## src/rtl/fec_pkg.sv

```systemverilog
// shared constants and payload types of the elevator controller
`timescale 1ns / 1ps
`default_nettype none

package fec_pkg;

  localparam int MAX_RIDERS  = 10;
  localparam int FLOOR_COUNT = 16;
  localparam int CALL_DEPTH  = 2 * MAX_RIDERS;
  localparam int FLOOR_W     = 4;

  typedef enum logic {
    CMD_REQUEST = 1'b0,
    CMD_TICK    = 1'b1
  } fec_cmd_e;

  typedef struct packed {
    fec_cmd_e           command;
    logic [FLOOR_W-1:0] from_floor;
    logic [FLOOR_W-1:0] to_floor;
  } fec_in_t;

  typedef struct packed {
    logic               accepted;
    logic [FLOOR_W-1:0] car_floor;
    logic               going_up;
    logic               moved;
    logic               rider_left;
    logic               idle;
  } fec_out_t;

endpackage

`default_nettype wire

```

## src/rtl/fifo_elevator_controller.sv

```systemverilog
// Single-car elevator controller, first come first served. Each item gives
// one result. A rider request that leaves room for two calls scans the rider
// slots one per cycle for a free one, then appends pickup and destination to
// the call list; with no room or no free slot it is refused. A tick reads the
// oldest call, moves the car, then walks the call list one entry a cycle to
// find and close up the first call at the new floor, and scans the rider
// slots one per cycle to unload one rider. A tick on an empty list goes
// straight to its result.
// The call list lives in a one-write, one-read memory with a registered read
// port, and that single port sets the pace of the walk.
// The input stalls while an item is being worked on; a finished result sits
// in the output register and the next item is taken meanwhile. An output
// stall holds a later item in its last cycle until the register is free.
`timescale 1ns / 1ps
`default_nettype none

module fifo_elevator_controller import fec_pkg::*; (
  input  wire logic     clk_i,
  input  wire logic     rst_ni,
  input  wire logic     in_valid_i,
  output logic          in_stall_o,
  input  wire fec_in_t  in_data_i,
  output logic          out_valid_o,
  input  wire logic     out_stall_i,
  output fec_out_t      out_data_o
);

  localparam int CIW = (CALL_DEPTH > 1) ? $clog2(CALL_DEPTH) : 1;
  localparam int CCW = $clog2(CALL_DEPTH + 1);
  localparam int SW  = CCW + 1;
  localparam int RIW = (MAX_RIDERS > 1) ? $clog2(MAX_RIDERS) : 1;

  typedef enum logic [3:0] {
    S_IDLE,
    S_RSCAN,
    S_RAPP2,
    S_TGT,
    S_SCAN,
    S_SHIFT,
    S_UNLOAD,
    S_EMIT
  } state_e;

  state_e                  state_q, state_d;
  logic [FLOOR_W-1:0]      floor_q, floor_d;
  logic                    dir_q, dir_d;
  logic [CCW-1:0]          call_cnt_q, call_cnt_d;
  logic [MAX_RIDERS-1:0]   rider_valid_q, rider_valid_d;
  logic [CIW-1:0]          idx_q, idx_d;
  logic [RIW-1:0]          r_idx_q, r_idx_d;
  logic [FLOOR_W-1:0]      from_q, from_d;
  logic [FLOOR_W-1:0]      to_q, to_d;
  logic                    acc_q, acc_d;
  logic                    moved_q, moved_d;
  logic                    left_q, left_d;
  logic                    out_valid_q, out_valid_d;
  fec_out_t                out_q, out_d;

  // call list memory and rider destinations
  logic [FLOOR_W-1:0]      call_mem [CALL_DEPTH];
  logic [FLOOR_W-1:0]      rider_dest [MAX_RIDERS];
  logic [FLOOR_W-1:0]      rd_q;
  logic [CIW-1:0]          rd_addr;
  logic                    mem_we;
  logic [CIW-1:0]          mem_waddr;
  logic [FLOOR_W-1:0]      mem_wdata;
  logic                    dest_we;

  logic [SW-1:0]           idx_p1, idx_p2, cnt_x;

  assign idx_p1 = SW'(idx_q) + SW'(1);
  assign idx_p2 = SW'(idx_q) + SW'(2);
  assign cnt_x  = SW'(call_cnt_q);

  always_ff @(posedge clk_i) begin
    rd_q <= call_mem[rd_addr];
    if (mem_we) begin
      call_mem[mem_waddr] <= mem_wdata;
    end
    if (dest_we) begin
      rider_dest[r_idx_q] <= to_q;
    end
  end

  always_comb begin
    state_d       = state_q;
    floor_d       = floor_q;
    dir_d         = dir_q;
    call_cnt_d    = call_cnt_q;
    rider_valid_d = rider_valid_q;
    idx_d         = idx_q;
    r_idx_d       = r_idx_q;
    from_d        = from_q;
    to_d          = to_q;
    acc_d         = acc_q;
    moved_d       = moved_q;
    left_d        = left_q;
    out_valid_d   = out_valid_q && out_stall_i;
    out_d         = out_q;
    rd_addr       = '0;
    mem_we        = 1'b0;
    mem_waddr     = call_cnt_q[CIW-1:0];
    mem_wdata     = from_q;
    dest_we       = 1'b0;

    case (state_q)
      S_IDLE: begin
        if (in_valid_i) begin
          from_d  = in_data_i.from_floor;
          to_d    = in_data_i.to_floor;
          acc_d   = 1'b0;
          moved_d = 1'b0;
          left_d  = 1'b0;
          r_idx_d = '0;
          if (in_data_i.command == CMD_REQUEST) begin
            if ((cnt_x + SW'(2) <= SW'(CALL_DEPTH)) &&
                (int'(in_data_i.from_floor) < FLOOR_COUNT) &&
                (int'(in_data_i.to_floor) < FLOOR_COUNT)) begin
              state_d = S_RSCAN;
            end else begin
              state_d = S_EMIT;
            end
          end else if (call_cnt_q == '0) begin
            state_d = S_EMIT;
          end else begin
            state_d = S_TGT;
          end
        end
      end

      S_RSCAN: begin
        if (!rider_valid_q[r_idx_q]) begin
          rider_valid_d[r_idx_q] = 1'b1;
          dest_we    = 1'b1;
          mem_we     = 1'b1;
          call_cnt_d = call_cnt_q + CCW'(1);
          state_d    = S_RAPP2;
        end else if (r_idx_q == RIW'(MAX_RIDERS - 1)) begin
          state_d = S_EMIT;
        end else begin
          r_idx_d = r_idx_q + RIW'(1);
        end
      end

      S_RAPP2: begin
        mem_we     = 1'b1;
        mem_wdata  = to_q;
        call_cnt_d = call_cnt_q + CCW'(1);
        acc_d      = 1'b1;
        state_d    = S_EMIT;
      end

      // rd_q holds the oldest call
      S_TGT: begin
        if (rd_q > floor_q) begin
          dir_d = 1'b1;
          if (int'(floor_q) + 1 < FLOOR_COUNT) begin
            floor_d = floor_q + FLOOR_W'(1);
            moved_d = 1'b1;
          end
        end else if (rd_q < floor_q) begin
          dir_d   = 1'b0;
          floor_d = floor_q - FLOOR_W'(1);
          moved_d = 1'b1;
        end
        idx_d   = '0;
        state_d = S_SCAN;
      end

      // rd_q holds entry idx_q
      S_SCAN: begin
        if (rd_q == floor_q) begin
          if (idx_p1 < cnt_x) begin
            rd_addr = CIW'(idx_p1);
            state_d = S_SHIFT;
          end else begin
            call_cnt_d = call_cnt_q - CCW'(1);
            state_d    = S_UNLOAD;
          end
        end else if (idx_p1 < cnt_x) begin
          rd_addr = CIW'(idx_p1);
          idx_d   = CIW'(idx_p1);
        end else begin
          state_d = S_UNLOAD;
        end
      end

      // close the gap: rd_q holds entry idx_q + 1
      S_SHIFT: begin
        mem_we    = 1'b1;
        mem_waddr = idx_q;
        mem_wdata = rd_q;
        idx_d     = CIW'(idx_p1);
        if (idx_p2 < cnt_x) begin
          rd_addr = CIW'(idx_p2);
        end else begin
          call_cnt_d = call_cnt_q - CCW'(1);
          state_d    = S_UNLOAD;
        end
      end

      S_UNLOAD: begin
        if (rider_valid_q[r_idx_q] && (rider_dest[r_idx_q] == floor_q)) begin
          rider_valid_d[r_idx_q] = 1'b0;
          left_d  = 1'b1;
          state_d = S_EMIT;
        end else if (r_idx_q == RIW'(MAX_RIDERS - 1)) begin
          state_d = S_EMIT;
        end else begin
          r_idx_d = r_idx_q + RIW'(1);
        end
      end

      S_EMIT: begin
        if (!out_valid_q || !out_stall_i) begin
          out_valid_d      = 1'b1;
          out_d.accepted   = acc_q;
          out_d.car_floor  = floor_q;
          out_d.going_up   = dir_q;
          out_d.moved      = moved_q;
          out_d.rider_left = left_q;
          out_d.idle       = (call_cnt_q == '0);
          state_d          = S_IDLE;
        end
      end

      default: begin
        state_d = S_IDLE;
      end
    endcase
  end

  always_ff @(posedge clk_i or negedge rst_ni) begin
    if (!rst_ni) begin
      state_q       <= S_IDLE;
      floor_q       <= '0;
      dir_q         <= 1'b1;
      call_cnt_q    <= '0;
      rider_valid_q <= '0;
      out_valid_q   <= 1'b0;
    end else begin
      state_q       <= state_d;
      floor_q       <= floor_d;
      dir_q         <= dir_d;
      call_cnt_q    <= call_cnt_d;
      rider_valid_q <= rider_valid_d;
      out_valid_q   <= out_valid_d;
    end
  end

  always_ff @(posedge clk_i) begin
    idx_q   <= idx_d;
    r_idx_q <= r_idx_d;
    from_q  <= from_d;
    to_q    <= to_d;
    acc_q   <= acc_d;
    moved_q <= moved_d;
    left_q  <= left_d;
    out_q   <= out_d;
  end

  assign in_stall_o  = (state_q != S_IDLE);
  assign out_valid_o = out_valid_q;
  assign out_data_o  = out_q;

`ifndef SYNTHESIS
  a_cnt_bound: assert property (@(posedge clk_i) disable iff (!rst_ni)
    SW'(call_cnt_q) <= SW'(CALL_DEPTH))
    else $error("call count beyond list depth");

  a_floor_range: assert property (@(posedge clk_i) disable iff (!rst_ni)
    int'(floor_q) < FLOOR_COUNT)
    else $error("car outside the floor range");

  a_shift_bound: assert property (@(posedge clk_i) disable iff (!rst_ni)
    (state_q == S_SHIFT) |-> (idx_p1 < cnt_x))
    else $error("shift reads past the end of the call list");

  a_result_kind: assert property (@(posedge clk_i) disable iff (!rst_ni)
    out_valid_o |-> !(out_data_o.accepted && (out_data_o.moved || out_data_o.rider_left)))
    else $error("request result carries tick flags");
`endif

endmodule

`default_nettype wire
```

## config.mk

```make
export PLATFORM = sky130hd
export DESIGN_NAME = fifo_elevator_controller
export DESIGN_NICKNAME = d
export VERILOG_FILES = /design/src/rtl/fec_pkg.sv /design/src/rtl/fifo_elevator_controller.sv
export SDC_FILE = /design/constraint.sdc
export NUM_CORES = 1
export LEC_CHECK = 0
export BUFFER_PORTS_ARGS = -buffer_cell sky130_fd_sc_hd__buf_2
export CAP_MARGIN = 20
export CORE_MARGIN = 3
export CORE_UTILIZATION = 50
export CTS_CLUSTER_DIAMETER = 200
export CTS_CLUSTER_SIZE = 28
export DETAILED_ROUTE_END_ITERATION = 10
export PLACE_DENSITY = 0.76
export SKIP_LAST_GASP = 1
export SLEW_MARGIN = 20
export SYNTH_ARGS = -nofsm -noshare
export SYNTH_HDL_FRONTEND = slang
export SYNTH_SLANG_ARGS = --single-unit
```

## constraint.sdc

```tcl
create_clock -name clk_i -period 3.6 [get_ports clk_i]
set_input_delay 0.54 -clock clk_i [delete_from_list [all_inputs] [get_ports clk_i]]
set_output_delay 0.54 -clock clk_i [all_outputs]
set_load 0.05 [all_outputs]
```

After elaboration in Yosys (flattened, before gate mapping)

Memory sizes are Yosys's and may differ from the RTL's. A register that Yosys moved wholly into a read port is not among the register bits.
Index checks and enable logic that the tools add are counted.

Bits of input ports: 13
Bits in writable memories: 120
Register bits after elaboration: 54
Memories kept: 2

Multiplexer cells: 61
Order comparisons: 8
Equal/unequal tests: 25
Reduce and logical (&&, ||, !) cells: 30
Bitwise gates (word level): 3
Add/sub/neg operators: 9

Memory list:

| memory     | depth | bits a word | rd ports | clocked after Yosys merged registers in | write ports | line                           | text |
|---|---|---|---|---|---|---|---|
| call_mem   | 20    | 4           | 1        | 1                                       | 1           | fifo_elevator_controller.sv:60 | `logic [FLOOR_W-1:0] call_mem [CALL_DEPTH];` |
| rider_dest | 10    | 4           | 1        | 1                                       | 1           | fifo_elevator_controller.sv:61 | `logic [FLOOR_W-1:0] rider_dest [MAX_RIDERS];` |

Operators with widths:

| operator                                            | count |
|---|---|
| two-way mux 4 bit                                   | 17 |
| two-way mux 5 bit                                   | 9 |
| one-hot mux 4 bit (8 select lines)                  | 1 |
| inequality test 2 bit, second input constant        | 11 |
| two-way mux 10 bit                                  | 2 |
| one-hot mux 10 bit (2 select lines)                 | 1 |
| one-hot mux 5 bit (4 select lines)                  | 1 |
| two-way mux 1 bit                                   | 17 |
| equality test 4 x 3 -> 1 bit, second input constant | 4 |
| one-hot mux 5 bit (3 select lines)                  | 1 |
| adder 5 x 2 -> 6 bit, second input constant         | 2 |
| < comparator 6 x 5 -> 1 bit                         | 2 |
| one-hot mux 4 bit (3 select lines)                  | 1 |
| AND reduction 3 bit                                 | 4 |
| AND reduction 4 bit                                 | 3 |
| AND 10 bit                                          | 1 |
| inverter 10 bit                                     | 1 |
| OR 10 bit                                           | 1 |
| one-hot mux 5 bit (2 select lines)                  | 1 |
| nonzero test 2 bit                                  | 5 |
| inequality test 3 bit, second input constant        | 3 |
| adder 4 x 1 -> 4 bit, second input constant         | 2 |
| equality test 4 x 2 -> 1 bit, second input constant | 2 |
| equality test 4 bit                                 | 2 |
| 30 further kinds                                    | 42 |

Depth between registers and ports, before layout

Word-level depth: 8
Depth in mapped cells: 15
Gate-level depth less buffers: 13

Least setup slack after synthesis

OpenSTA, ideal clock, no wires.

Path kind: register -> register
Start point: register idx_q[1]
End point: register rd_q[3] (read register of call_mem)
Arrival time: 3.087 ns
Path slack: 0.387 ns
Cell stages (with the launch flop): 16
Setup time: 0.126 ns
Cells stage by stage: edfxtp_1 ha_1 nand2_1 xor2_1 inv_1 ha_1 a211oi_1 o2111ai_1 o21ba_2 buf_2 a22o_1 buf_2 mux2i_1 o22ai_1 nand4_1 o211ai_1

Word-level cells in the longest chain between the ends: 4
Elaborated cells on any way between the ends: 7
Those cells by class: add/sub (2); order compare (2); mux (3)

Ends and longest elaborated chain:

| what                                   | line                                                             | text |
|---|---|---|
| from (decl)                            | fifo_elevator_controller.sv:49                                   | `logic [CIW-1:0] idx_q, idx_d;` |
| from (signal assigned)                 | fifo_elevator_controller.sv:252                                  | `idx_q <= idx_d;` |
| adder 5 x 1 -> 6 bit (*)               | fifo_elevator_controller.sv:71                                   | `assign idx_p1 = SW'(idx_q) + SW'(1);` |
| net idx_p1[3]                          | fifo_elevator_controller.sv:69                                   | `logic [SW-1:0] idx_p1, idx_p2, cnt_x;` |
| < comparator 6 x 5 -> 1 bit            | fifo_elevator_controller.sv:173, fifo_elevator_controller.sv:180 |  |
| two-way mux 5 bit (*)                  | fifo_elevator_controller.sv:173, fifo_elevator_controller.sv:180 |  |
| one-hot mux 5 bit (2 select lines) (*) | fifo_elevator_controller.sv:106                                  | `case (state_q)` |
| to (decl)                              | fifo_elevator_controller.sv:62                                   | `logic [FLOOR_W-1:0] rd_q;` |

The timed path passes the listed nets; every way through them passes the cells marked *.
A chain may end at the register's enable or synchronous reset.

Worst setup path in the final report

Start point: register idx_q[1]
End point: register rd_q[2] (read register of call_mem)

Same word-level chain as after synthesis.

==> flow_summary.toml <==
[floorplan]
initial_core_util = 0.516
row_count = 47
core_mm2 = 0.0167
boundaryPins = 24
die_area_mm2 = 0.0188
die_h_um = 137
die_w_um = 137

[cells_and_area]
n_fill_cell = 1350
diodes = 0
area_delta_synth_final_pct = 11.9
multi_input_area_mm2 = 0.00316
stdcell_count = 971
drive_gt1_frac = 0.137
final_core_util = 0.578
final_area_mm2 = 0.00965
regArea_mm2 = 0.00526
nets = 777

[logic_synthesis]
synthArstFlopShare = 0.137
netlist_area_mm2 = 0.00862
synth-edff-count = 149
netlist_instances = 703
syn_avg_cell_area_um2 = 12.3
synth_warnings = 0
synth_nets = 742
synth_ff_type = "edfxtp_1"
synth.distinct_cells = 72
synth-seq-cells = 182
yosysSeqAreaShare = 0.610

[detailed_routing]
ant_nets = 0
wl_mm = 20.5
drt_iter0_markers = 647
route.vias.total = 5914
dr.pass1.iters = 5
via_per_inst = 6.09
wire_per_inst_um = 21.1
drc = 0

[setup_path]
cp.arrival_ns = 3.60
start_kind = "flip-flop"
end_kind = "flip-flop"
cp_max_fo = 13
cp.required_ns = 3.90
crit_type = "flip-flop to flip-flop"

[cts]
cts_root_buffer = "clkbuf_16"
cts_tree = "done"
clk_latency_ns = 0.43
cts_buffer_depth = 2
clk_pin_slew_ns = 0.07
htreeDepth = 4
cts.sinks = 182
cts-buffers-inserted = 17

[global_routing]
antenna_found_initial = 0
grt_pass1_vias = 5956
grt_overflow_total = 0
grtUsageTotal = 0.229
grt_max_degree = 30
grt_pass1_wl_mm = 32.4

[timing]
fmax_ghz = 0.303
hold_viol_final = 0
drv_slew = 0
setup-tns-final_ns = 0
rsz0062_at_grt = "no"
finalCritPeriodShare = 0.917
slew_headroom = 0.407
period_needed_ns = 3.30
tightest_slew_ns = 0.880
fin_skew_ns = 0.00801
setup_viol = 0

[job]
maxCapViolCount = 0

[place]
dp.cells = 937
gp_congestion = 0.906
dp_hpwl_mm = 14.5
port_buffers = 23
place_area_mm2 = 0.00903

[power]
power-per-cell-area_mw_per_mm2 = 671
p_total_mw = 6.48
max-vdd-ir-drop_v = 0.000660
p_leak_nw = 3.58

[status]
outcome = "complete, no violations"

[hold_path]
hold_class = "input pin to async pin"
==> through the flow <==
step | hold slack, ns | worst slack (ns)
after floorplan | 0.244 | 0.387
after global placement | 0.408 | 0.190
after detailed placement | 0.411 | 0.0860
after CTS | 0.112 | 0.0541
after global routing | 0.140 | 0.00728
final | 0.115 | 0.297
==> Yosys cell counts, types with 9 or more instances <==
cell type / n / area share
edfxtp_1: 149 / 0.52
nand3_1: 24 / 0.014
and3_1: 9 / 0.0065
nor3_1: 12 / 0.0070
buf_2: 12 / 0.0070
nor2_1: 50 / 0.022
nand2_1: 96 / 0.042
xor2_1: 11 / 0.011
mux2i_1: 11 / 0.013
dfrtp_1: 24 / 0.070
xnor2_1: 9 / 0.0091
o211ai_1: 14 / 0.012
clkbuf_1: 14 / 0.0061
inv_1: 24 / 0.010
a21oi_1: 47 / 0.027
ha_1: 24 / 0.035
o21ai_0: 17 / 0.0099
and2_1: 9 / 0.0065
a2bb2oi_1: 10 / 0.010
==> kinds of logic after synthesis <==
kind of cell / synth area share
flip-flops: 0.610
XOR/XNOR: 0.0203
AO/OA/AOI/OAI: 0.128
other: 0.000435
buffers and inverters: 0.0257
adder cells (fa/ha/maj): 0.0395
AND/OR/NAND/NOR: 0.128
multiplexers: 0.0476
==> report_power, final <==
part	switching (mW)	total, mW	internal, mW
clock network	0.829	1.80	0.971
logic	1.11	1.81	0.702
registers	0.279	2.86	2.58
==> worst max-delay path: stages (launching register included) <==
cell and delay [ns]:
edfxtp_1 0.46, ha_1 0.29, nand2_1 0.12, xor2_2 0.22
inv_1 0.08, ha_1 0.31, a211oi_2 0.08, o2111ai_1 0.22
o21bai_1 0.20, nand2_1 0.30, a21oi_1 0.28, nor2_1 0.06
a211oi_1 0.38, o311ai_1 0.15
==> area by class of cell <==
cell class | count | area share
Sequential cell | 182 | 0.545
Clock inverter | 14 | 0.0147
Timing Repair Buffer | 44 | 0.0296
Tap cell | 220 | 0.0285
Inverter | 24 | 0.00934
Multi-Input combinational cell | 469 | 0.328
Clock buffer | 18 | 0.0445
==> placed cells by master (no fill, tap or decap), drive strengths merged, types with 18 or more instances in the layout <==
cell type  Yosys  routed
dfrtp         24      24
nand3         25      25
clkbuf        14      18
edfxtp       149     149
ha            24      24
o21ai         21      21
a21oi         47      47
nor2          51      51
buf           14      44
inv           24      30
nand2         96      96
==> metal layers <==
metal	up-vias	part of all wire	track usage
met4	0	0.020	0.0793
met5	-	0	0
li1	2712	-	-
met1	2953	0.42	0.302
met2	216	0.50	0.382
met3	33	0.055	0.0467
==> registers in the layout (all words and copies together), names as in the netlist, named ones only <==
register	flops
to_q	4
acc_q	1
from_q	4
left_q	1
call_cnt_q	5
r_idx_q	4
out_data_o	9
dir_q	1
rider_dest	40
rd_q	4
floor_q	4
out_valid_o	1
moved_q	1
call_mem	80
state_q	4
idx_q	5
==> worst paths after layout <==
path                       slack [ns]  depth (start not counted)            end    startpoint
max                              0.30                         13        rd_q[2]      idx_q[1]
min                              0.11                          1  call_cnt_q[2]        rst_ni
max reg2reg                      0.30                         13        rd_q[2]      idx_q[1]
min reg2reg                      0.44                          0  out_data_o[1]        left_q
max in group asynchronous        3.08                          1      async pin        rst_ni
min in group clk_i               0.28                          1        to_q[2]  in_data_i[2]
==> timing repair <==
| item | in CTS | in global routing |
|---|---|---|
| gates resized for setup | 0 | 5 |
| hold buffers | 0 | 0 |
| endpoints found under the setup margin | 0 | 4 |
| endpoints found under the hold margin | 0 | 0 |
| setup buffers | 0 | 2 |
Power figures use the tool's default switching activity.
